$ cat src/hdl/tsb_pkg.sv
// ----------------------------------------------------------------------------
// Texture span blender package
// Shared types, codes and helper functions of the texture span blender.
// ----------------------------------------------------------------------------
package tsb_pkg;

	typedef enum logic [1:0] {
		OP_LOAD  = 2'd0,
		OP_SPAN  = 2'd1,
		OP_PIXEL = 2'd2
	} op_t;

	localparam logic [1:0] KIND_LOAD  = 2'd0;
	localparam logic [1:0] KIND_SPAN  = 2'd1;
	localparam logic [1:0] KIND_PIXEL = 2'd2;

	typedef enum logic {
		ST_IDLE,
		ST_SEARCH
	} state_t;

	localparam logic [1:0] BM_TEXTURE = 2'd0;
	localparam logic [1:0] BM_OVER    = 2'd1;
	localparam logic [1:0] BM_FOG     = 2'd2;

	localparam logic [2:0] CFG_WIDTH_LOG2  = 3'd0;
	localparam logic [2:0] CFG_HEIGHT_LOG2 = 3'd1;
	localparam logic [2:0] CFG_LEVEL_COUNT = 3'd2;
	localparam logic [2:0] CFG_BLEND_MODE  = 3'd3;
	localparam logic [2:0] CFG_MOD_COLOR   = 3'd4;

	localparam logic [31:0] STEP_LIMIT = 32'd124518;
	localparam logic [3:0]  MAX_LOG2   = 4'd12;
	localparam logic [31:0] ALL_ONES   = 32'hFFFF_FFFF;

	localparam int QDEPTH = 4;
	localparam int QPTR_W = 2;

	typedef struct packed {
		op_t         op;
		logic [31:0] w0;
		logic [31:0] w1;
		logic [31:0] w2;
		logic [31:0] w3;
	} q_entry_t;

	typedef struct packed {
		logic        valid;
		logic [2:0]  index;
		logic [31:0] data;
	} cfg_wr_t;

	function automatic logic [31:0] mag32(input logic [31:0] x);
		return x[31] ? (32'd0 - x) : x;
	endfunction

	function automatic logic [31:0] half_signed(input logic [31:0] x);
		return {x[31], x[31:1]};
	endfunction

	function automatic logic [3:0] level_bits(input logic [3:0] log2v, input logic [3:0] lvl);
		logic [3:0] b;
		b = (log2v > MAX_LOG2) ? MAX_LOG2 : log2v;
		return (b > lvl) ? (b - lvl) : 4'd0;
	endfunction

endpackage

$ cat src/hdl/tsb_front.sv
// ----------------------------------------------------------------------------
// Texture span blender front end
// Accepts items, drops unused kinds and packs the rest into queue entries.
// ----------------------------------------------------------------------------
module tsb_front
	import tsb_pkg::*;
(
	input  logic        item_valid,
	output logic        item_stall,
	input  logic [1:0]  kind,
	input  logic [11:0] load_address,
	input  logic [31:0] load_texel,
	input  logic [31:0] u_start,
	input  logic [31:0] v_start,
	input  logic [31:0] u_step,
	input  logic [31:0] v_step,
	input  logic [31:0] dst_pixel,
	input  logic        q_full,
	output logic        q_push,
	output q_entry_t    q_data
);

	logic keep;

	always_comb begin
		keep   = 1'b1;
		q_data = '{op: OP_PIXEL, w0: dst_pixel, w1: '0, w2: '0, w3: '0};
		unique case (kind)
			KIND_LOAD: begin
				q_data = '{op: OP_LOAD, w0: {20'd0, load_address}, w1: load_texel,
					w2: '0, w3: '0};
			end
			KIND_SPAN: begin
				q_data = '{op: OP_SPAN, w0: u_start, w1: v_start, w2: u_step, w3: v_step};
			end
			KIND_PIXEL: begin
				q_data = '{op: OP_PIXEL, w0: dst_pixel, w1: '0, w2: '0, w3: '0};
			end
			default: begin
				keep = 1'b0;
			end
		endcase
	end

	assign item_stall = q_full;
	assign q_push     = item_valid && !q_full && keep;

endmodule

$ cat config.mk
export PLATFORM = sky130hd
export DESIGN_NAME = tsb_front
export DESIGN_NICKNAME = d
export VERILOG_FILES = /design/src/hdl/tsb_pkg.sv /design/src/hdl/tsb_front.sv
export SDC_FILE = /design/constraint.sdc
export NUM_CORES = 1
export LEC_CHECK = 0
export BUFFER_PORTS_ARGS = -buffer_cell sky130_fd_sc_hd__buf_2
export CORE_AREA = 8 8 127 129
export DETAILED_ROUTE_END_ITERATION = 8
export DIE_AREA = 0 0 135 137
export MAX_ROUTING_LAYER = met4
export PLACE_DENSITY = 0.53
export SKIP_LAST_GASP = 1
export SLEW_MARGIN = 20
export SYNTH_ARGS = -nofsm -noshare
export SYNTH_HDL_FRONTEND = slang
export SYNTH_SLANG_ARGS = --single-unit
$ cat constraint.sdc
create_clock -name vclk -period 3.64
set_clock_uncertainty 0.2 [all_clocks]
set_input_delay 0.728 -clock vclk [all_inputs]
set_output_delay 0.728 -clock vclk [all_outputs]
set_load 0.01 [all_outputs]
==> key figures, run 1 <==
Run status
  – Outcome: complete, no violations

Final layout
  – Fill cells: around 1700
  – Syn-to-layout area delta: 131%
  – CLK BUF: 0
  – Share of layout cells above drive strength 1: 0.650
  – Storage element area: 0 um^2
  – Most common cell after layout, fill and taps aside: buf_2
  – Sequential cell count: 0
  – Nets: 741
  – Commonest cells after routing, fill and taps aside: 340 x buf_2, 64 x and2_1, 44 x mux2i_1, 32 x nor2_1, 20 x a22o_1

Timing
  – Tmin final: 2.77 ns
  – Worst Tran Pin Value: roughly 0.37 ns
  – Unrepaired setup endpoints after global routing: false
  – Fmax: 361 MHz
  – Hold_ws: 1.46 ns
  – Final TNS setup: 0 ns
  – Endpoints failing setup: 0
  – Hold Violations, Final: 0
  – Pins Over Slew Limit: 0
  – Final setup margin: 0.869 ns
  – Worst slew margin: 0.754
  – Final Cycle Share: 0.761

Yosys
  – Syn Std Cell Area: 0.00142 mm^2
  – Syn nets: 420
  – Synth cell types: 14
  – YS warnings: 0
  – Syn avg cell area: 6.69 um^2
  – Sequential area share after synthesis: 0
  – Mapped Cells: 212

Critical path
  – Crit start category: primary input
  – CP max FO: 61
  – CP max stage delay: 0.38 ns
  – Worst EP required: ~2.7 ns
  – Slowest-stage cell, CP: nor2b_4
  – Worst setup EP type: output port
  – CP Buf/Inv Count: 3
  – Worst Path Arrival: 1.84 ns
  – CP delay by family, top: buffers and inverters
  – Setup CP Type: primary input to output port
  – Crit path top cell by count: buf_2
  – Cell chain of the critical path: buf_2, nor2b_4, buf_12, a22o_1, buf_2

Power and ir drop
  – PnR Total Power: 370 uW
  – PwrDens: 113 mW/mm^2
  – Maximum VDD drop: roughly 47 uV
  – Lkg Pwr: roughly 2.1 nW

GRT
  – GRT overflow: 0
  – Gr usage total: 0.107
  – Initial antenna violation count: 1
  – First-pass GRT wire length: 15700 um
  – Number of global-route vias before repair: 2896
  – Largest net degree at the start of global routing: 79

CTS
  – Resized cells post-CTS: 0
  – Setup repair bufs after CTS: 0
  – Post-CTS Hold Buffers: 0

Floorplanning
  – IO Pins: 340
  – FP Rows: 44
  – Initial Util: 0.0998
  – Die X: around 140 um
  – Die area: 0.0185 mm^2
  – Height of the die: 137 um
  – Core ar.: 0.0142 mm^2

Min path
  – HP Class: primary input to output port

Detailed routing
  – Wire per inst: 15.5 um
  – Vias: 2641
  – DR vias/cell: 3.69
  – Antenna Nets Post-Route: 0
  – DRT Pass-1 Iters: 4
  – DRT Wirelength: 11100 um
  – DRC viols: 0
  – DR iter-0 viols: between 80 and 90

Place
  – Post-place setup slack: 0.852 ns
  – Global placer's final weighted congestion: 0.780
  – Port Buffer Count: 340
  – DP HPWL: 9730 um

Run
  – Max-cap viol count: 0
-- layer usage --
layer  global-route usage  vias to the layer above  part of all wire
met1                0.123                     1126              0.39
met4              0.00802                        0            0.0038
li1                     -                     1351                 -
met5                    -                        -                 0
met3               0.0290                        4             0.094
met2                0.191                      160              0.52
-- cell usage after synthesis, drive strengths merged --
cell type / instances / share of area
clkbuf: 5 / 0.013
mux2i: 44 / 0.31
nand2: 12 / 0.032
a211oi: 1 / 0.0053
nor2: 32 / 0.085
nor2b: 1 / 0.0097
buf: 20 / 0.094
inv: 1 / 0.0026
and2: 64 / 0.28
a22o: 20 / 0.12
o21ai: 12 / 0.042
-- power by group --
| part | internal, mW | switching (mW) | leakage (nW) |
|---|---|---|---|
| logic | 0.195 | 0.176 | 2.12 |
| registers | 0 | 0 | 0 |
| clock network | 0.0000000369 | 0 | 0.00000634 |
-- final timing paths --
path / cells past startpoint / end / start
hold / removal: 2 / item_stall / q_full
setup / recovery: 5 / q_data[123] / kind[0]
-- cell type report --
| type | count | area, um^2 | area share |
|---|---|---|---|
| tap | 184 | 230 | 0.0704 |
| multi-input combinational | 186 | 1260 | 0.386 |
| antenna | 1 | 2.50 | 0.000766 |
| timing repair buffer | 344 | 1770 | 0.541 |
| inverter | 1 | 3.75 | 0.00115 |
-- cells by family (layout without fill, tap and decap cells) --
family	Yosys count	in the layout	share of synthesized area
AOI/OAI and AO/OA	33	33	0.171
buffers and inverters	26	345	0.109
muxes	44	44	0.311
other	0	1	0
and+or+nand+nor	109	109	0.409
-- metrics by stage --
stage          std cells  cell area [um^2]  utilization
2_1_floorplan        212              1420            -
3_3_place_gp         715              3270        0.230
3_5_place_dp         715              3270        0.230
4_1_cts              715              3270        0.230
5_1_grt              716              3270        0.230
6_report             716              3270        0.230
Power figures use the tool's default switching activity.
==> run 2, diff against run 1 <==
--- a/config.mk
+++ b/config.mk
@@ -10,7 +10,7 @@
 export DETAILED_ROUTE_END_ITERATION = 8
 export DIE_AREA = 0 0 135 137
 export MAX_ROUTING_LAYER = met4
-export PLACE_DENSITY = 0.53
+export PLACE_DENSITY = 0.55
 export SKIP_LAST_GASP = 1
 export SLEW_MARGIN = 20
 export SYNTH_ARGS = -nofsm -noshare
==> constraint.sdc (replaced) <==
create_clock -name vclk -period 2.47
set_clock_uncertainty 0.2 [all_clocks]
set_input_delay 0.494 -clock vclk [all_inputs]
set_output_delay 0.494 -clock vclk [all_outputs]
set_load 0.01 [all_outputs]
==> key figures, run 2 (synthesized netlist as in run 1, its figures left out) <==
Run status
  – Outcome: complete, no violations

CTS
  – Post-CTS Hold Buffers: 0 (unchanged)
  – Resized cells post-CTS: 0 (unchanged)
  – Setup repair bufs after CTS: 0 (unchanged)

Timing
  – Hold Violations, Final: 0 (unchanged)
  – Final Cycle Share: 0.874
  – Fmax: 463 MHz
  – Final TNS setup: 0 ns (unchanged)
  – Final setup margin: 0.312 ns (-0.557 ns)
  – Unrepaired setup endpoints after global routing: false
  – Worst slew margin: 0.740 (-0.0143)
  – Worst Tran Pin Value: 0.390 ns (+0.0223 ns)
  – Tmin final: 2.16 ns
  – Pins Over Slew Limit: 0 (unchanged)
  – Endpoints failing setup: 0 (unchanged)

Critical path
  – Worst Path Arrival: 1.46 ns (-0.38 ns)
  – Worst setup EP type: output port
  – Setup CP Type: primary input to output port
  – Worst EP required: 1.78 ns (-0.93 ns)
  – Crit start category: primary input
  – CP max FO: 17 (-72%)

Detailed routing
  – DR iter-0 viols: 87 (+7.4%)
  – DRT Wirelength: 10800 um (-2.9%)
  – DR vias/cell: 3.71 (+0.54%)
  – Vias: 2659 (+0.68%)
  – DRT Pass-1 Iters: 4 (unchanged)
  – Antenna Nets Post-Route: 0 (unchanged)
  – Wire per inst: 15.1 um (-3.0%)
  – DRC viols: 0 (unchanged)

Place
  – Global placer's final weighted congestion: 0.800 (+2.6%)
  – DP HPWL: 9510 um (-2.3%)
  – Post-place setup slack: 0.268 ns (-0.584 ns)
  – Port Buffer Count: 340 (unchanged)

Final layout
  – Nets: 743 (+0.27%)
  – Most common cell after layout, fill and taps aside: buf_2
  – Storage element area: 0 um^2 (unchanged)
  – N_diodes: 0 (-1)
  – CLK BUF: 0 (unchanged)
  – Commonest cells after routing, fill and taps aside: 340 x buf_2, 64 x and2_1, 44 x mux2i_1, 32 x nor2_1, 20 x a22o_1
  – Syn-to-layout area delta: 131% (unchanged)
  – Share of layout cells above drive strength 1: 0.651 (+0.00131)
  – Sequential cell count: 0 (unchanged)

Min path
  – Hold Path Stages: 2 (unchanged)
  – HP Class: primary input to output port

Run
  – Max-cap viol count: 0 (unchanged)

Power and ir drop
  – Maximum VDD drop: 72.6 uV (+56%)
  – PnR Total Power: 541 uW (+46%)
  – Lkg Pwr: 2.13 nW (+0.22%)
  – PwrDens: 166 mW/mm^2 (+46%)

Floorplanning
  – Core ar.: 0.0142 mm^2 (unchanged)
  – Die X: 135 um (unchanged)
  – Height of the die: 137 um (unchanged)
  – Initial Util: 0.0998 (unchanged)
  – Die area: 0.0185 mm^2 (unchanged)
  – IO Pins: 340 (unchanged)
  – FP Rows: 44 (unchanged)

GRT
  – GRT overflow: 0 (unchanged)
  – Initial antenna violation count: 0 (-1)
  – First-pass GRT wire length: 15400 um (-2.2%)
  – Number of global-route vias before repair: 2873 (-0.79%)
  – Gr usage total: 0.104 (-0.00364)
  – Largest net degree at the start of global routing: 86 (+8.9%)
run 2: area by class of cell:
class	instances	area, um^2
Fill cell	1651	10900
Timing Repair Buffer	346	1770
Multi-Input combinational cell	186	1260
Tap cell	184	230
Inverter	1	3.75
run 2: per-stage QoR:
stage	area (um^2)	util	std cells	hold WS, ns
after floorplan	1420	-	212	0.834
after detailed placement	3270	0.230	717	0.997
after CTS	3270	0.230	717	0.997
after global placement	3270	0.230	717	0.998
after global routing	3270	0.230	717	1.01
final	3270	0.230	717	0.995
run 2: worst max-delay path, stage by stage:
cell     delay [ns]
buf_2          0.15
buf_4          0.31
mux2i_1        0.26
o21ai_0        0.09
buf_2          0.15
run 2: worst paths after layout:
path              startpoint           to
hold / removal        q_full   item_stall
setup / recovery     kind[0]  q_data[106]
run 2: routing by layer:
metal  vias to the layer above  wire length (um)  track usage
li1                       1351                 -            -
met1                      1128              4270        0.121
met2                       180              5310        0.183
met3                         0              1210       0.0294
met4                         0                 0            0
met5                         -                 0            -
run 2: report_power, final:
group | total (mW) | internal, mW | switching, mW
clock network | 0 | 0 | 0
registers | 0 | 0 | 0
logic | 0.541 | 0.287 | 0.254
total | 0.541 | 0.287 | 0.254
==> run 3, diff against run 2 <==
--- a/config.mk
+++ b/config.mk
@@ -6,11 +6,11 @@
 export NUM_CORES = 1
 export LEC_CHECK = 0
 export BUFFER_PORTS_ARGS = -buffer_cell sky130_fd_sc_hd__buf_2
-export CORE_AREA = 8 8 127 129
+export CORE_AREA = 8 8 125 127
 export DETAILED_ROUTE_END_ITERATION = 8
-export DIE_AREA = 0 0 135 137
+export DIE_AREA = 0 0 133 135
 export MAX_ROUTING_LAYER = met4
-export PLACE_DENSITY = 0.55
+export PLACE_DENSITY = 0.54
 export SKIP_LAST_GASP = 1
 export SLEW_MARGIN = 20
 export SYNTH_ARGS = -nofsm -noshare
==> constraint.sdc (replaced) <==
create_clock -name vclk -period 2.4
set_clock_uncertainty 0.2 [all_clocks]
set_input_delay 0.48 -clock vclk [all_inputs]
set_output_delay 0.48 -clock vclk [all_outputs]
set_load 0.01 [all_outputs]
==> key figures, run 3 (synthesized netlist as in run 1, its figures left out) <==
Final layout
  – Share of layout cells above drive strength 1: 0.649 (-0.00198)
  – Syn-to-layout area delta: 130%
  – CLK BUF: 0 (unchanged)
  – Storage element area: 0 um^2 (unchanged)
  – Fill cells: 1538 (-6.8%)
  – Sequential cell count: 0 (unchanged)
  – Post-route cell area: 0.00326 mm^2 (-0.31%)
  – Commonest cells after routing, fill and taps aside: 340 x buf_2, 64 x and2_1, 44 x mux2i_1, 32 x nor2_1, 20 x a22o_1
  – Nets: 740 (-0.40%)
  – Most common cell after layout, fill and taps aside: buf_2
  – Final core occ: 0.239 (+0.00927)

GRT
  – Initial antenna violation count: 2 (+2)
  – Largest net degree at the start of global routing: 86 (unchanged)
  – First-pass GRT wire length: 15200 um (-1.0%)
  – Number of global-route vias before repair: 2663 (-7.3%)
  – Gr usage total: 0.106 (+0.00219)
  – GRT overflow: 0 (unchanged)

Floorplanning
  – Die area: 0.0180 mm^2 (-2.9%)
  – IO Pins: 340 (unchanged)
  – FP Rows: 43 (-2.3%)
  – Core ar.: 0.0136 mm^2 (-4.2%)
  – Height of the die: 135 um (-1.5%)
  – Die X: 133 um (-1.5%)
  – Initial Util: 0.104 (+0.00434)

Detailed routing
  – DRT Pass-1 Iters: 4 (unchanged)
  – DR vias/cell: 3.75 (+1.2%)
  – DRC viols: 0 (unchanged)
  – DR iter-0 viols: 62 (-29%)
  – Wire per inst: 15.2 um (+0.71%)
  – Antenna Nets Post-Route: 0 (unchanged)
  – Vias: 2673 (+0.53%)
  – DRT Wirelength: 10800 um (about the same)

Timing
  – Endpoints failing setup: 0 (unchanged)
  – Worst Tran Pin Value: 0.336 ns (-0.0538 ns)
  – Final Cycle Share: 0.890
  – Pins Over Slew Limit: 0 (unchanged)
  – Unrepaired setup endpoints after global routing: false
  – Final TNS setup: 0 ns (unchanged)
  – Hold Violations, Final: 0 (unchanged)
  – Worst slew margin: 0.776 (+0.0359)
  – Tmin final: 2.14 ns
  – Fmax: about 470 MHz

Critical path
  – Worst setup EP type: output port
  – Worst Path Arrival: 1.46 ns (about the same)
  – Crit start category: primary input
  – Worst EP required: 1.72 ns (-0.06 ns)
  – Setup CP Type: primary input to output port
  – CP max FO: 44 (+27)

Power and ir drop
  – Sw Share: 0.474 (+0.00355)
  – Logic pwr share: 1.000 (about the same)
  – Clock group share of total power: 0 (unchanged)
  – Reg power frac: 0 (unchanged)
  – PnR Total Power: 560 uW (+3.4%)
  – Sw Pwr: 265 uW (+4.2%)
  – Internal power: 295 uW (+2.7%)
  – PwrDens: 172 mW/mm^2 (+3.7%)
  – Lkg Pwr: 2.12 nW (-0.46%)
  – Maximum VDD drop: 115 uV (+58%)

CTS
  – Setup repair bufs after CTS: 0 (unchanged)
  – Resized cells post-CTS: 0 (unchanged)
  – Post-CTS Hold Buffers: 0 (unchanged)

Run
  – Max-cap viol count: 0 (unchanged)

Place
  – Port Buffer Count: 340 (unchanged)
  – Post-DP Area: 0.00325 mm^2 (-0.46%)
  – DP HPWL: 9380 um (-1.3%)
  – Global placer's final weighted congestion: 0.856 (+7.0%)

Min path
  – HP Class: primary input to output port

Run status
  – Outcome: complete, no violations
run 3: final cells by class:
type                       instances  area, um^2  share of cell area
timing repair buffer             343        1760               0.541
antenna                            2        5.00             0.00154
inverter                           1        3.75             0.00115
tap                              180         225              0.0691
multi-input combinational        186        1260               0.387
run 3: path summary, 6_finish.rpt:
kind / from / to / slack [ns] / cells past startpoint
worst max-delay path: kind[0] / q_data[105] / 0.26 / 5
worst min-delay path: q_full / item_stall / 0.99 / 2
run 3: power groups by stage:
stage	Sequential [mW]	Combinational (mW)	Clock, mW
6_report	0	0.560	0.000000112
5_1_grt	0	0.612	0.000000112
4_1_cts	0	0.569	0
3_5_place_dp	0	0.566	0
3_3_place_gp	0	0.567	0
2_1_floorplan	0	0.258	0
run 3: per-layer routing:
metal  vias up  routed length, um  track usage
li1       1349                  -            -
met1      1129               4360        0.123
met2       193               5270        0.182
met3         2               1130       0.0342
met4         0                 33      0.00694
met5         -                  0            -
run 3: stage by stage:
stage,hold WS (ns),worst slack (ns),instances
detailed placement,0.991,0.218,710
CTS,0.991,0.218,710
global placement,0.978,0.244,710
global route,1.00,0.158,712
floorplan,0.806,0.465,212
finish,0.991,0.265,712
run 3: worst max-delay path, stage by stage:
cell and delay (ns):
buf_2 0.15, buf_12 0.30, mux2i_1 0.24, o21ai_0 0.10, buf_2 0.16
