`src/hdl/tsb_pkg.sv`:
```
// ----------------------------------------------------------------------------
// Texture span blender package
// Shared types, codes and helper functions of the texture span blender.
// ----------------------------------------------------------------------------
package tsb_pkg;

	typedef enum logic [1:0] {
		OP_LOAD  = 2'd0,
		OP_SPAN  = 2'd1,
		OP_PIXEL = 2'd2
	} op_t;

	localparam logic [1:0] KIND_LOAD  = 2'd0;
	localparam logic [1:0] KIND_SPAN  = 2'd1;
	localparam logic [1:0] KIND_PIXEL = 2'd2;

	typedef enum logic {
		ST_IDLE,
		ST_SEARCH
	} state_t;

	localparam logic [1:0] BM_TEXTURE = 2'd0;
	localparam logic [1:0] BM_OVER    = 2'd1;
	localparam logic [1:0] BM_FOG     = 2'd2;

	localparam logic [2:0] CFG_WIDTH_LOG2  = 3'd0;
	localparam logic [2:0] CFG_HEIGHT_LOG2 = 3'd1;
	localparam logic [2:0] CFG_LEVEL_COUNT = 3'd2;
	localparam logic [2:0] CFG_BLEND_MODE  = 3'd3;
	localparam logic [2:0] CFG_MOD_COLOR   = 3'd4;

	localparam logic [31:0] STEP_LIMIT = 32'd124518;
	localparam logic [3:0]  MAX_LOG2   = 4'd12;
	localparam logic [31:0] ALL_ONES   = 32'hFFFF_FFFF;

	localparam int QDEPTH = 4;
	localparam int QPTR_W = 2;

	typedef struct packed {
		op_t         op;
		logic [31:0] w0;
		logic [31:0] w1;
		logic [31:0] w2;
		logic [31:0] w3;
	} q_entry_t;

	typedef struct packed {
		logic        valid;
		logic [2:0]  index;
		logic [31:0] data;
	} cfg_wr_t;

	function automatic logic [31:0] mag32(input logic [31:0] x);
		return x[31] ? (32'd0 - x) : x;
	endfunction

	function automatic logic [31:0] half_signed(input logic [31:0] x);
		return {x[31], x[31:1]};
	endfunction

	function automatic logic [3:0] level_bits(input logic [3:0] log2v, input logic [3:0] lvl);
		logic [3:0] b;
		b = (log2v > MAX_LOG2) ? MAX_LOG2 : log2v;
		return (b > lvl) ? (b - lvl) : 4'd0;
	endfunction

endpackage

```
`src/hdl/tsb_queue.sv`:
```
// ----------------------------------------------------------------------------
// Texture span blender queue
// Small first-in first-out buffer between the front end and the back end.
// ----------------------------------------------------------------------------
module tsb_queue
	import tsb_pkg::*;
(
	input  logic     clk,
	input  logic     arst_n,
	input  logic     push,
	input  q_entry_t push_data,
	input  logic     pop,
	output logic     valid,
	output logic     full,
	output q_entry_t head
);

	q_entry_t          buf_q [QDEPTH];
	logic [QPTR_W-1:0] wr_ptr_q;
	logic [QPTR_W-1:0] rd_ptr_q;
	logic [QPTR_W:0]   count_q;

	assign valid = (count_q != '0);
	assign full  = (count_q == (QPTR_W+1)'(QDEPTH));
	assign head  = buf_q[rd_ptr_q];

	always_ff @(posedge clk) begin
		if (push) begin
			buf_q[wr_ptr_q] <= push_data;
		end
	end

	always_ff @(posedge clk or negedge arst_n) begin
		if (!arst_n) begin
			wr_ptr_q <= '0;
			rd_ptr_q <= '0;
			count_q  <= '0;
		end else begin
			if (push) begin
				wr_ptr_q <= wr_ptr_q + 1'b1;
			end
			if (pop) begin
				rd_ptr_q <= rd_ptr_q + 1'b1;
			end
			if (push && !pop) begin
				count_q <= count_q + 1'b1;
			end else if (pop && !push) begin
				count_q <= count_q - 1'b1;
			end
		end
	end

`ifndef SYNTHESIS
	a_count_bound: assert property (@(posedge clk) disable iff (!arst_n)
		count_q <= (QPTR_W+1)'(QDEPTH))
		else $error("queue count exceeds its depth");
	a_no_overflow: assert property (@(posedge clk) disable iff (!arst_n)
		!(push && full && !pop))
		else $error("item pushed into a full queue");
	a_no_underflow: assert property (@(posedge clk) disable iff (!arst_n)
		pop |-> valid)
		else $error("item popped from an empty queue");
`endif

endmodule

```
`config.mk`:
```
export PLATFORM = sky130hd
export DESIGN_NAME = tsb_queue
export DESIGN_NICKNAME = d
export VERILOG_FILES = /design/src/hdl/tsb_pkg.sv /design/src/hdl/tsb_queue.sv
export SDC_FILE = /design/constraint.sdc
export NUM_CORES = 1
export LEC_CHECK = 0
export ABC_AREA = 0
export BUFFER_PORTS_ARGS = -buffer_cell sky130_fd_sc_hd__buf_2
export CAP_MARGIN = 40
export CORE_MARGIN = 4
export CORE_UTILIZATION = 55
export DETAILED_ROUTE_END_ITERATION = 10
export MAX_ROUTING_LAYER = met4
export PLACE_DENSITY = 0.8
export SYNTH_ARGS = -nofsm -noshare
export SYNTH_HDL_FRONTEND = slang
export SYNTH_SLANG_ARGS = --single-unit
```
`constraint.sdc`:
```
create_clock -name clk -period 10.9 [get_ports clk]
set_input_delay 2.18 -clock clk [delete_from_list [all_inputs] [get_ports clk]]
set_output_delay 2.18 -clock clk [all_outputs]
set_load 0.01 [all_outputs]
```
==> impl_metrics.sql, run 1 <==
INSERT INTO impl_metrics (metric_group, metric, value, unit) VALUES
('timing', 'fin_skew', '0.0162', 'ns'),
('cts', 'cts_tree', 'built', ''),
('drt', 'routed_via_density', '5.59', ''),
('timing', 'relSlewSlack', '0.502', ''),
('status', 'status', 'finished clean', ''),
('logic_synthesis', 'yosys.cell_types.count', '19', ''),
('grt', 'grt_pass1_wl', '54900', 'um'),
('cts', 'cts_hold_buffers', '0', ''),
('cells_and_area', 'finish.net_count', '1161', ''),
('logic_synthesis', 'area_share_of_the_largest_cell_type_after_synthesis', '0.816', ''),
('floorplanning', 'core.rowCount', '68', ''),
('grt', 'grt_overflow', '0', ''),
('logic_synthesis', 'synthFlopType', 'sky130_fd_sc_hd__edfxtp_1', ''),
('cells_and_area', 'area.sequential', '15800', 'sq um'),
('logic_synthesis', 'ys.warnings.count', '0', ''),
('grt', 'first_global_vias', '8928', ''),
('cts', 'cts.path.max_buffers', '3', ''),
('cts', 'post_cts_resize_count', '0', ''),
('floorplanning', 'initial_utilization', '0.556', ''),
('cts', 'cts.sinks', '527', ''),
('cells_and_area', 'post_route_cells_drive_above_1_share', '0.466', ''),
('cells_and_area', 'areaGrowthSynthToFinish', '19.2', '%'),
('critical_path', 'setup.worst_path.end_class', 'primary output', ''),
('logic_synthesis', 'post_synthesis_register_bit_count', '527', ''),
('drt', 'routed_wirelength', '35500', 'um'),
('cells_and_area', 'fillerInstances', '2165', ''),
('logic_synthesis', 'average_size_of_a_mapped_cell', '26.8', 'sq um'),
('timing', 'timing.setup.tns', '0', 'ns'),
('drt', 'route.vias.total', '8502', ''),
('logic_synthesis', 'ys_async_sr_fraction', '0.0133', ''),
('floorplanning', 'full_die_area', '37900', 'sq um'),
('cells_and_area', 'multiInputGateArea', '3140', 'sq um'),
('cts', 'root_cell_of_the_clock_tree', 'sky130_fd_sc_hd__clkbuf_16', ''),
('cts', 'clk_pin_slew', '0.06', 'ns'),
('floorplanning', 'fp.dieH', '195', 'um'),
('logic_synthesis', 'share_of_cell_area_taken_by_muxes_after_synthesis', '0.154', ''),
('placement', 'numPortBuffers', '265', ''),
('drt', 'route.antenna.remaining_nets', '0', ''),
('power_and_ir_drop', 'vdd.ir_drop.worst', '0.175', 'mV'),
('logic_synthesis', 'syn-instance-count', '714', ''),
('timing', 'min_period_over_period', '0.471', ''),
('drt', 'drtIter0Drc', '535', ''),
('placement', 'placement.setup.worst_slack', '6.27', 'ns'),
('logic_synthesis', 'synth_largest_area_cell', 'sky130_fd_sc_hd__edfxtp_1', ''),
('drt', 'drt_drc_violations_left', '0', ''),
('grt', 'groute.usage.overall', '0.196', ''),
('logic_synthesis', 'synth_common_cells', 'sky130_fd_sc_hd__edfxtp_1 (520), sky130_fd_sc_hd__mux4_2 (130), sky130_fd_sc_hd__buf_2 (15)', ''),
('placement', 'detailedPlacementHpwl', '21700', 'um'),
('timing', 'fin_worst_hold_slack', '0.502', 'ns'),
('critical_path', 'worst-endpoint-required', '8.72', 'ns'),
('cts', 'h-tree-depth', '2', ''),
('cts', 'post-cts-setup-buffer-count', '0', ''),
('timing', 'hold_violations', '0', ''),
('job', 'max_cap_viols', '0', ''),
('timing', 'fmax', '0.195', 'GHz'),
('cts', 'clock_insertion_delay_worst_skew', '0.57', 'ns'),
('logic_synthesis', 'post_synth_main_area_contributors', 'sky130_fd_sc_hd__edfxtp_1 (82%), sky130_fd_sc_hd__mux4_2 (15%), sky130_fd_sc_hd__dfrtp_1 (0.91%)', ''),
('logic_synthesis', 'synthAdderAreaFrac', '0.00431', ''),
('drt', 'drt-wirelength-per-cell', '23.4', 'um'),
('power_and_ir_drop', 'total_leakage_power', '7.80', 'nW'),
('timing', 'worst_pin_slew', '0.747', 'ns'),
('floorplanning', 'boundaryPins', '266', ''),
('logic_synthesis', 'synth_compound_gate_area_share', '0.000261', ''),
('cts', 'cts_buffers', '50', ''),
('logic_synthesis', 'synth-simple-area-share', '0.00261', ''),
('logic_synthesis', 'yosysSeqAreaShare', '0.825', ''),
('logic_synthesis', 'number_of_enable_type_register_cells_in_the_synthesized_netlist', '520', ''),
('placement', 'place_congestion', '0.718', ''),
('logic_synthesis', 'synthesis.area', '19100', 'sq um'),
('critical_path', 'critPathArrivalTime', '2.95', 'ns'),
('timing', 'grt_setup_unrepaired', 'no', '');
## sequential cells by signal, indices dropped and copies added, names as in the netlist
name and flops:
buf_q 520, count_q 3, wr_ptr_q 2, rd_ptr_q 2
## final cells by class
type,instances,area share
Antenna cell,7,0.000767
Clock buffer,63,0.0597
Clock inverter,26,0.0111
Inverter,4,0.000658
Multi-Input combinational cell,153,0.138
Sequential cell,527,0.692
Tap cell,455,0.0249
Timing Repair Buffer,285,0.0733
## worst max-delay path, cell delays in order (launching register included)
cell	delay [ns]
sky130_fd_sc_hd__dfrtp_4	0.72
sky130_fd_sc_hd__buf_12	0.30
sky130_fd_sc_hd__buf_4	0.33
sky130_fd_sc_hd__buf_16	0.28
sky130_fd_sc_hd__mux4_2	0.56
sky130_fd_sc_hd__buf_2	0.16
## metal layers
| layer | part of all wire | routed length, um | track usage | up-vias |
|---|---|---|---|---|
| met2 | 0.51 | 18200 | 0.310 | 313 |
| met1 | 0.39 | 13700 | 0.257 | 4436 |
| met5 | 0 | 0 | - | - |
| met3 | 0.082 | 2930 | 0.0549 | 41 |
| li1 | - | - | - | 3712 |
| met4 | 0.017 | 588 | 0.0513 | 0 |
## power by group
group | total, W | switching (W) | internal, W
Clock | 0.00169 | 0.000692 | 0.00100
Sequential | 0.00277 | 0.000122 | 0.00265
Combinational | 0.00176 | 0.000932 | 0.000828
Total | 0.00622 | 0.00174 | 0.00448
## worst paths after layout
path	startpoint	endpoint	slack [ns]	cells after the start
min reg2reg	count_q[2]	count_q[2]	0.50	1
max	rd_ptr_q[0]	head[88]	5.77	5
max reg2reg	wr_ptr_q[0]	buf_q[0][12]	8.09	6
min in group asynchronous	arst_n	wr_ptr_q[1]	1.44	1
min	count_q[2]	count_q[2]	0.50	1
max in group asynchronous	arst_n	rd_ptr_q[1]	9.27	1
## kinds of logic (layout without fill, tap and decap cells)
group	after synthesis	after routing
xor gates and xnor gates	6	6
AOI/OAI and AO/OA	1	1
adders and majority gates	6	6
muxes	131	131
DFF	527	527
buffers and inverters	34	378
and+or+nand+nor	9	9
other	0	7
## per-stage QoR
step / utilization / instances / cell area (sq um) / total power, W
global placement: 0.607 / 1413 / 20900 / 0.00450
detailed placement: 0.615 / 1424 / 21200 / 0.00461
floorplan: - / 714 / 19100 / 0.00395
CTS: 0.662 / 1513 / 22800 / 0.00632
finish: 0.663 / 1520 / 22800 / 0.00622
global route: 0.663 / 1520 / 22800 / 0.00653
## layout by cell type, fill, tap and decap left out, drive strengths merged
| cell | count |
|---|---|
| and2 | 4 |
| buf | 285 |
| bufinv | 5 |
| clkbuf | 63 |
| clkinv | 18 |
| clkinvlp | 3 |
| dfrtp | 7 |
| diode | 7 |
| edfxtp | 520 |
| fa | 1 |
| ha | 5 |
| inv | 4 |
| mux2 | 1 |
| mux4 | 130 |
| nand2 | 2 |
| nor2 | 1 |
| nor3b | 1 |
| o21ai | 1 |
| or3 | 1 |
| xnor2 | 2 |
| xor2 | 4 |
Power figures use the tool's default switching activity.
==> inputs of run 2 (changes only) <==
--- a/config.mk
+++ b/config.mk
@@ -9,10 +9,10 @@
 export BUFFER_PORTS_ARGS = -buffer_cell sky130_fd_sc_hd__buf_2
 export CAP_MARGIN = 40
 export CORE_MARGIN = 4
-export CORE_UTILIZATION = 55
+export CORE_UTILIZATION = 51
 export DETAILED_ROUTE_END_ITERATION = 10
 export MAX_ROUTING_LAYER = met4
-export PLACE_DENSITY = 0.8
+export PLACE_DENSITY = 0.78
 export SYNTH_ARGS = -nofsm -noshare
 export SYNTH_HDL_FRONTEND = slang
 export SYNTH_SLANG_ARGS = --single-unit
==> constraint.sdc (replaced) <==
create_clock -name clk -period 4.4 [get_ports clk]
set_input_delay 0.88 -clock clk [delete_from_list [all_inputs] [get_ports clk]]
set_output_delay 0.88 -clock clk [all_outputs]
set_load 0.01 [all_outputs]
==> run 2 against run 1 <==
  * Global-route usage down 1.3 points
  * Clock power up 140%
  * Largest cell class unchanged
  * Count of clock-buffer cells in the layout up 1
  * Sequential power up 150%
  * Cell area down 0.81%
  * Critical path type unchanged
==> impl_metrics.sql, run 2 (same netlist as run 1, synthesis figures left out) <==
INSERT INTO impl_metrics (metric_group, metric, value, unit) VALUES
('power_and_ir_drop', 'powerDensity', '667', 'nW/um^2'),
('job', 'max_cap_viols', '0', ''),
('placement', 'detailedPlacementHpwl', '21600', 'um'),
('grt', 'first_global_vias', '9321', ''),
('drt', 'drtIter0Drc', '534', ''),
('drt', 'routed_via_density', '5.54', ''),
('drt', 'drt-wirelength-per-cell', '23.1', 'um'),
('grt', 'groute.usage.overall', '0.182', ''),
('critical_path', 'rr_endpoint', 'buf_q[2][87]', ''),
('timing', 'final-setup-viol-count', '0', ''),
('critical_path', 'r2r-start', 'wr_ptr_q[0]', ''),
('cells_and_area', 'layout.cells.most_common_list', 'sky130_fd_sc_hd__edfxtp_1 (520), sky130_fd_sc_hd__buf_2 (265), sky130_fd_sc_hd__mux4_2 (130)', ''),
('timing', 'finalWorstPathRequiredPeriod', '3.43', 'ns'),
('critical_path', 'crit_type', 'register to primary output', ''),
('cells_and_area', 'largest_reg_flops', '520', ''),
('cts', 'cts.sinks', '527', ''),
('drt', 'detailedRoute.firstPassIterationCount', '6', ''),
('cells_and_area', 'multiInputGateArea', '3140', 'sq um'),
('critical_path', 'crit_path_max_fanout', '21', ''),
('placement', 'numPortBuffers', '265', ''),
('power_and_ir_drop', 'vdd.ir_drop.worst', '0.431', 'mV'),
('floorplanning', 'full_die_area', '40700', 'sq um'),
('drt', 'route.vias.total', '8469', ''),
('floorplanning', 'floorplan.die.width', '202', 'um'),
('drt', 'drt_drc_violations_left', '0', ''),
('drt', 'route.antenna.remaining_nets', '0', ''),
('cells_and_area', 'fillerInstances', '2495', ''),
('cts', 'h-tree-depth', '2', ''),
('cells_and_area', 'finish.net_count', '1157', ''),
('critical_path', 'worst-endpoint-required', '3.52', 'ns'),
('timing', 'min_period_over_period', '0.780', ''),
('placement', 'dp.cells', '1432', ''),
('floorplanning', 'boundaryPins', '266', ''),
('power_and_ir_drop', 'total_leakage_power', '7.69', 'nW'),
('critical_path', 'setup.worst_path.end_class', 'primary output', ''),
('timing', 'report.final.slew_viol_count', '0', ''),
('grt', 'grt_overflow', '0', ''),
('cells_and_area', 'finish.cell_count_without_fillers', '1530', ''),
('timing', 'worst_pin_slew', '0.700', 'ns'),
('cts', 'clk_pin_slew', '0.06', 'ns'),
('placement', 'place_congestion', '0.736', ''),
('cells_and_area', 'area.sequential', '15800', 'sq um'),
('cells_and_area', 'layout_commonest_cell', 'sky130_fd_sc_hd__edfxtp_1', ''),
('critical_path', 'critPathArrivalTime', '2.55', 'ns'),
('cts', 'cts_tree', 'built', ''),
('floorplanning', 'fp.dieH', '202', 'um'),
('critical_path', 'start_kind', 'register', ''),
('cts', 'root_cell_of_the_clock_tree', 'sky130_fd_sc_hd__clkbuf_16', ''),
('cts', 'cts_buffers', '51', ''),
('timing', 'fmax', '0.291', 'GHz'),
('cts', 'cts.path.max_buffers', '3', ''),
('cells_and_area', 'final_design_area_no_fill', '22600', 'sq um'),
('timing', 'fin_skew', '0.0135', 'ns'),
('critical_path', 'worst_r2r_path_depth', '4', ''),
('critical_path', 'worst-r2r-setup-slack', '2.29', 'ns'),
('cells_and_area', 'post_route_cells_drive_above_1_share', '0.457', ''),
('cts', 'post-cts-setup-buffer-count', '0', ''),
('timing', 'hold_violations', '0', ''),
('cts', 'clock_insertion_delay_worst_skew', '0.57', 'ns'),
('placement', 'placement.cell_area', '21100', 'sq um'),
('cells_and_area', 'layout_top_registers', 'buf_q x520, count_q x3', ''),
('cells_and_area', 'areaGrowthSynthToFinish', '18.3', '%'),
('grt', 'grt_start_max_net_pins', '69', ''),
('grt', 'grt_antenna_before_repair', '12', ''),
('timing', 'relSlewSlack', '0.533', ''),
('cts', 'post_cts_resize_count', '0', ''),
('timing', 'timing.setup.tns', '0', 'ns'),
('floorplanning', 'initial_utilization', '0.520', ''),
('floorplanning', 'core.rowCount', '70', ''),
('min_path', 'min_path_type', 'input pin to asynchronous set/reset pin', ''),
('timing', 'grt_setup_unrepaired', 'no', ''),
('grt', 'grt_pass1_wl', '54700', 'um'),
('drt', 'routed_wirelength', '35300', 'um'),
('cts', 'cts_hold_buffers', '0', ''),
('status', 'status', 'finished clean', ''),
('cells_and_area', 'biggest_register', 'buf_q', ''),
('floorplanning', 'core', '36800', 'sq um');
run 2: cell types whose count changed in the layout (fill, tap and decap cells not counted), sizes merged:
cell,before,now
diode,7,15
inv,4,6
bufinv,5,2
clkinvlp,3,0
clkinv,18,15
buf,285,280
clkbuf,63,64
run 2: worst max-delay path, cell delays in order (launching register included):
cell and delay [ns]:
sky130_fd_sc_hd__dfrtp_4 0.71, sky130_fd_sc_hd__buf_4 0.47, sky130_fd_sc_hd__mux4_2 0.62, sky130_fd_sc_hd__buf_2 0.17
run 2: cell type report:
type / instances / share of cell area
flip-flops and latches: 527 / 0.698
multi-input cells: 153 / 0.139
repair buffers: 280 / 0.0688
clock buffers: 64 / 0.0604
well taps: 468 / 0.0259
clock inverters: 19 / 0.00630
diodes: 15 / 0.00166
inverters: 4 / 0.000663
run 2: where the power goes:
group,total [W],switching (W),internal (W)
clock,0.00398,0.00168,0.00229
combinational,0.00424,0.00227,0.00197
sequential,0.00688,0.000320,0.00656
total,0.0151,0.00427,0.0108
run 2: per-layer routing:
| layer | global-route usage | up-vias | share of wire |
|---|---|---|---|
| met3 | 0.0512 | 62 | 0.073 |
| met4 | 0.0657 | 0 | 0.027 |
| met1 | 0.231 | 4434 | 0.40 |
| li1 | - | 3719 | - |
| met2 | 0.288 | 254 | 0.50 |
| met5 | - | - | 0 |
run 2: worst max-delay path by stage:
stage                     cells after the start         from          end
after global placement                        3  rd_ptr_q[0]    head[108]
final                                         3  rd_ptr_q[0]    head[108]
after detailed placement                      3  rd_ptr_q[0]    head[108]
after floorplan                               1         push  buf_q[1][0]
after global routing                          3  rd_ptr_q[0]    head[108]
after CTS                                     3  rd_ptr_q[0]    head[108]
run 2: stage by stage:
stage / total power, W / setup WS [ns] / utilization / hold slack [ns]
floorplan: 0.00979 / 0.0384 / - / 0.449
global placement: 0.0113 / 1.50 / 0.573 / 0.481
detailed placement: 0.0113 / 1.52 / 0.574 / 0.497
CTS: 0.0153 / 0.892 / 0.615 / 0.111
global route: 0.0158 / 0.799 / 0.615 / 0.118
finish: 0.0151 / 0.968 / 0.616 / 0.139
==> inputs of run 3 (changes only) <==
--- a/config.mk
+++ b/config.mk
@@ -5,14 +5,14 @@
 export SDC_FILE = /design/constraint.sdc
 export NUM_CORES = 1
 export LEC_CHECK = 0
-export ABC_AREA = 0
+export ABC_AREA = 1
 export BUFFER_PORTS_ARGS = -buffer_cell sky130_fd_sc_hd__buf_2
 export CAP_MARGIN = 40
 export CORE_MARGIN = 4
-export CORE_UTILIZATION = 51
+export CORE_UTILIZATION = 52
 export DETAILED_ROUTE_END_ITERATION = 10
 export MAX_ROUTING_LAYER = met4
-export PLACE_DENSITY = 0.78
+export PLACE_DENSITY = 0.79
 export SYNTH_ARGS = -nofsm -noshare
 export SYNTH_HDL_FRONTEND = slang
 export SYNTH_SLANG_ARGS = --single-unit
==> constraint.sdc (replaced) <==
create_clock -name clk -period 3.1 [get_ports clk]
set_input_delay 0.62 -clock clk [delete_from_list [all_inputs] [get_ports clk]]
set_output_delay 0.62 -clock clk [all_outputs]
set_load 0.01 [all_outputs]
==> run 3 against run 2 <==
  * Area after synthesis grew 9.9%
  * Cell count grew 56%
  * Power up 56%
  * Cell area up 7.9%
  * Via count grew 47%
  * Flip-flop and latch count unchanged
  * Critical endpoint is now head[18]
  * Clock skew about the same
  * Critical path type unchanged
  * Combinational power increased by 88%
  * Synthesized cell count grew 120%
  * Sequential power is 42% higher
==> impl_metrics.sql, run 3 <==
INSERT INTO impl_metrics (metric_group, metric, value, unit) VALUES
('status', 'status', 'finished clean', ''),
('timing', 'relSlewSlack', '0.665', ''),
('critical_path', 'r2r-start', 'wr_ptr_q[0]', ''),
('min_path', 'min_path_type', 'input pin to register', ''),
('timing', 'fin_worst_hold_slack', '0.258', 'ns'),
('logic_synthesis', 'post_synthesis_register_bit_count', '527', ''),
('drt', 'drt-wirelength-per-cell', '18.0', 'um'),
('logic_synthesis', 'number_of_enable_type_register_cells_in_the_synthesized_netlist', '520', ''),
('min_path', 'worst_case_hold_path_end_point', 'rd_ptr_q[0]', ''),
('min_path', 'holdPathStages', '2', ''),
('timing', 'report.final.slew_viol_count', '0', ''),
('logic_synthesis', 'synthesis.area', '21000', 'sq um'),
('grt', 'first_global_vias', '12400', ''),
('timing', 'hold_violations', '0', ''),
('logic_synthesis', 'average_size_of_a_mapped_cell', '13.4', 'sq um'),
('timing', 'fmax', '0.342', 'GHz'),
('cells_and_area', 'layout.cells.most_common_list', 'sky130_fd_sc_hd__edfxtp_1 (520), sky130_fd_sc_hd__nand2_1 (400), sky130_fd_sc_hd__inv_1 (267)', ''),
('logic_synthesis', 'post_synth_main_area_contributors', 'sky130_fd_sc_hd__edfxtp_1 (74%), sky130_fd_sc_hd__o211ai_1 (9.3%), sky130_fd_sc_hd__nand2_1 (7.2%)', ''),
('floorplanning', 'floorplan.die.width', '209', 'um'),
('critical_path', 'critPathArrivalTime', '2.30', 'ns'),
('critical_path', 'worst_r2r_path_depth', '5', ''),
('timing', 'worst_pin_slew', '0.502', 'ns'),
('logic_synthesis', 'synth_common_cells', 'sky130_fd_sc_hd__edfxtp_1 (520), sky130_fd_sc_hd__nand2_1 (404), sky130_fd_sc_hd__inv_1 (271)', ''),
('critical_path', 'crit_path_max_fanout', '25', ''),
('floorplanning', 'fp.dieH', '209', 'um'),
('placement', 'numPortBuffers', '265', ''),
('cells_and_area', 'layout_top_registers', 'buf_q x520, count_q x3', ''),
('logic_synthesis', 'ys_async_sr_fraction', '0.0133', ''),
('drt', 'routed_via_density', '5.21', ''),
('floorplanning', 'core', '39900', 'sq um'),
('logic_synthesis', 'area_share_of_the_largest_cell_type_after_synthesis', '0.742', ''),
('critical_path', 'worst_setup_path_startpoint', 'rd_ptr_q[1]', ''),
('cts', 'h-tree-depth', '2', ''),
('critical_path', 'setup.worst_path.end_class', 'primary output', ''),
('logic_synthesis', 'synth_fp_nets', '1706', ''),
('critical_path', 'worst-endpoint-required', '2.48', 'ns'),
('cts', 'post_cts_resize_count', '0', ''),
('logic_synthesis', 'yosys.cell_types.count', '19', ''),
('cts', 'root_cell_of_the_clock_tree', 'sky130_fd_sc_hd__clkbuf_16', ''),
('cts', 'cts.path.max_buffers', '3', ''),
('cells_and_area', 'post_route_cells_drive_above_1_share', '0.195', ''),
('placement', 'place_congestion', '0.809', ''),
('cells_and_area', 'final_design_area_no_fill', '24400', 'sq um'),
('min_path', 'hold_path_startpoint', 'pop', ''),
('grt', 'grt_pass1_wl', '66200', 'um'),
('drt', 'detailedRoute.firstPassIterationCount', '5', ''),
('drt', 'route.antenna.remaining_nets', '0', ''),
('power_and_ir_drop', 'vdd.ir_drop.worst', '0.625', 'mV'),
('grt', 'grt_overflow', '0', ''),
('timing', 'min_period_over_period', '0.943', ''),
('cells_and_area', 'biggest_register', 'buf_q', ''),
('floorplanning', 'core.rowCount', '73', ''),
('placement', 'detailedPlacementHpwl', '25300', 'um'),
('grt', 'groute.usage.overall', '0.197', ''),
('drt', 'drt_drc_violations_left', '0', ''),
('cells_and_area', 'finish.net_count', '1960', ''),
('floorplanning', 'initial_utilization', '0.527', ''),
('cts', 'cts_tree', 'built', ''),
('logic_synthesis', 'ys.warnings.count', '0', ''),
('cells_and_area', 'areaGrowthSynthToFinish', '16.1', '%'),
('cells_and_area', 'largest_reg_flops', '520', ''),
('job', 'max_cap_viols', '0', ''),
('timing', 'finalWorstPathRequiredPeriod', '2.92', 'ns'),
('timing', 'final-setup-viol-count', '0', ''),
('critical_path', 'worst-r2r-setup-slack', '1.39', 'ns'),
('timing', 'fin_skew', '0.0134', 'ns'),
('logic_synthesis', 'syn-instance-count', '1566', ''),
('drt', 'routed_wirelength', '43000', 'um'),
('cts', 'clock_insertion_delay_worst_skew', '0.56', 'ns'),
('critical_path', 'crit_type', 'register to primary output', ''),
('floorplanning', 'full_die_area', '43800', 'sq um'),
('logic_synthesis', 'top_count_cell_post_synth', 'sky130_fd_sc_hd__edfxtp_1', ''),
('critical_path', 'start_kind', 'register', ''),
('logic_synthesis', 'yosysSeqAreaShare', '0.750', ''),
('grt', 'grt_antenna_before_repair', '14', ''),
('timing', 'grt_setup_unrepaired', 'no', ''),
('drt', 'drtIter0Drc', '822', ''),
('cts', 'clk_pin_slew', '0.06', 'ns'),
('power_and_ir_drop', 'powerDensity', '962', 'nW/um^2'),
('logic_synthesis', 'synth_largest_area_cell', 'sky130_fd_sc_hd__edfxtp_1', ''),
('logic_synthesis', 'synthFlopType', 'sky130_fd_sc_hd__edfxtp_1', ''),
('cts', 'cts_buffers', '50', ''),
('floorplanning', 'boundaryPins', '266', ''),
('critical_path', 'rr_endpoint', 'buf_q[0][46]', ''),
('placement', 'placement.cell_area', '22800', 'sq um'),
('drt', 'route.vias.total', '12500', ''),
('power_and_ir_drop', 'total_leakage_power', '9.73', 'nW'),
('cells_and_area', 'layout_commonest_cell', 'sky130_fd_sc_hd__edfxtp_1', ''),
('grt', 'grt_start_max_net_pins', '104', ''),
('cts', 'cts.sinks', '527', '');
[run 3: cell types whose count changed after synthesis, sizes merged, moves of 4 or more]
cell    delta
and2       -4
buf       +58
inv      +268
mux4     -130
nand2    +402
o211ai   +260
[run 3: cells by family after synthesis]
group                    synth area share
flip-flops                          0.750
AND/OR/NAND/NOR                    0.0730
buffers and inverters              0.0782
AO/OA/AOI/OAI                      0.0930
adder cells (fa/ha/maj)           0.00392
XOR/XNOR                          0.00166
[run 3: timing repair]
action                                 4_1_cts  5_1_grt
endpoints found under the hold margin        7        0
setup endpoints to repair                    0        2
hold buffers                                 1        0
buffers inserted                             0        1
[run 3: per-layer routing]
| metal | wire length (um) | track usage |
|---|---|---|
| met1 | 17300 | 0.245 |
| met2 | 21400 | 0.321 |
| met3 | 3070 | 0.0441 |
| met4 | 1210 | 0.0716 |
| met5 | 0 | - |
[run 3: final cells by class]
type,count,area (sq um)
diodes,15,37.5
fillers,2846,15500
inverters,272,1040
well taps,525,657
clock buffers,62,1320
repair buffers,290,1710
clock inverters,21,225
flip-flops and latches,527,15800
multi-input cells,679,3640
[run 3: how the worst max path moves through the flow]
stage,endpoint,slack (ns)
finish,head[18],0.18
global route,head[17],0.04
CTS,head[61],0.11
detailed placement,head[61],0.74
global placement,head[61],0.77
floorplan,buf_q[1][0],-0.03
[run 3: critical path, cell delays in order, from the launching register on]
cell and delay (ns):
sky130_fd_sc_hd__dfrtp_4 0.61, sky130_fd_sc_hd__inv_4 0.35, sky130_fd_sc_hd__buf_4 0.36, sky130_fd_sc_hd__o211ai_1 0.16
sky130_fd_sc_hd__nand2_1 0.09, sky130_fd_sc_hd__buf_2 0.13
[run 3: per-stage QoR]
step / cells / total power [W] / setup slack, ns / setup TNS [ns] / util
after floorplan: 1566 / 0.0151 / -0.0254 / -13.23 / -
after global placement: 2291 / 0.0176 / 0.769 / 0 / 0.572
after detailed placement: 2291 / 0.0179 / 0.741 / 0 / 0.572
after CTS: 2375 / 0.0237 / 0.109 / 0 / 0.611
after global routing: 2390 / 0.0249 / 0.0408 / 0 / 0.612
final: 2391 / 0.0235 / 0.175 / 0 / 0.612
[run 3: power by group]
group | internal [W] | switching [W] | total (W)
Clock | 0.00340 | 0.00240 | 0.00580
Combinational | 0.00268 | 0.00527 | 0.00795
Sequential | 0.00932 | 0.000421 | 0.00974
Total | 0.0154 | 0.00810 | 0.0235
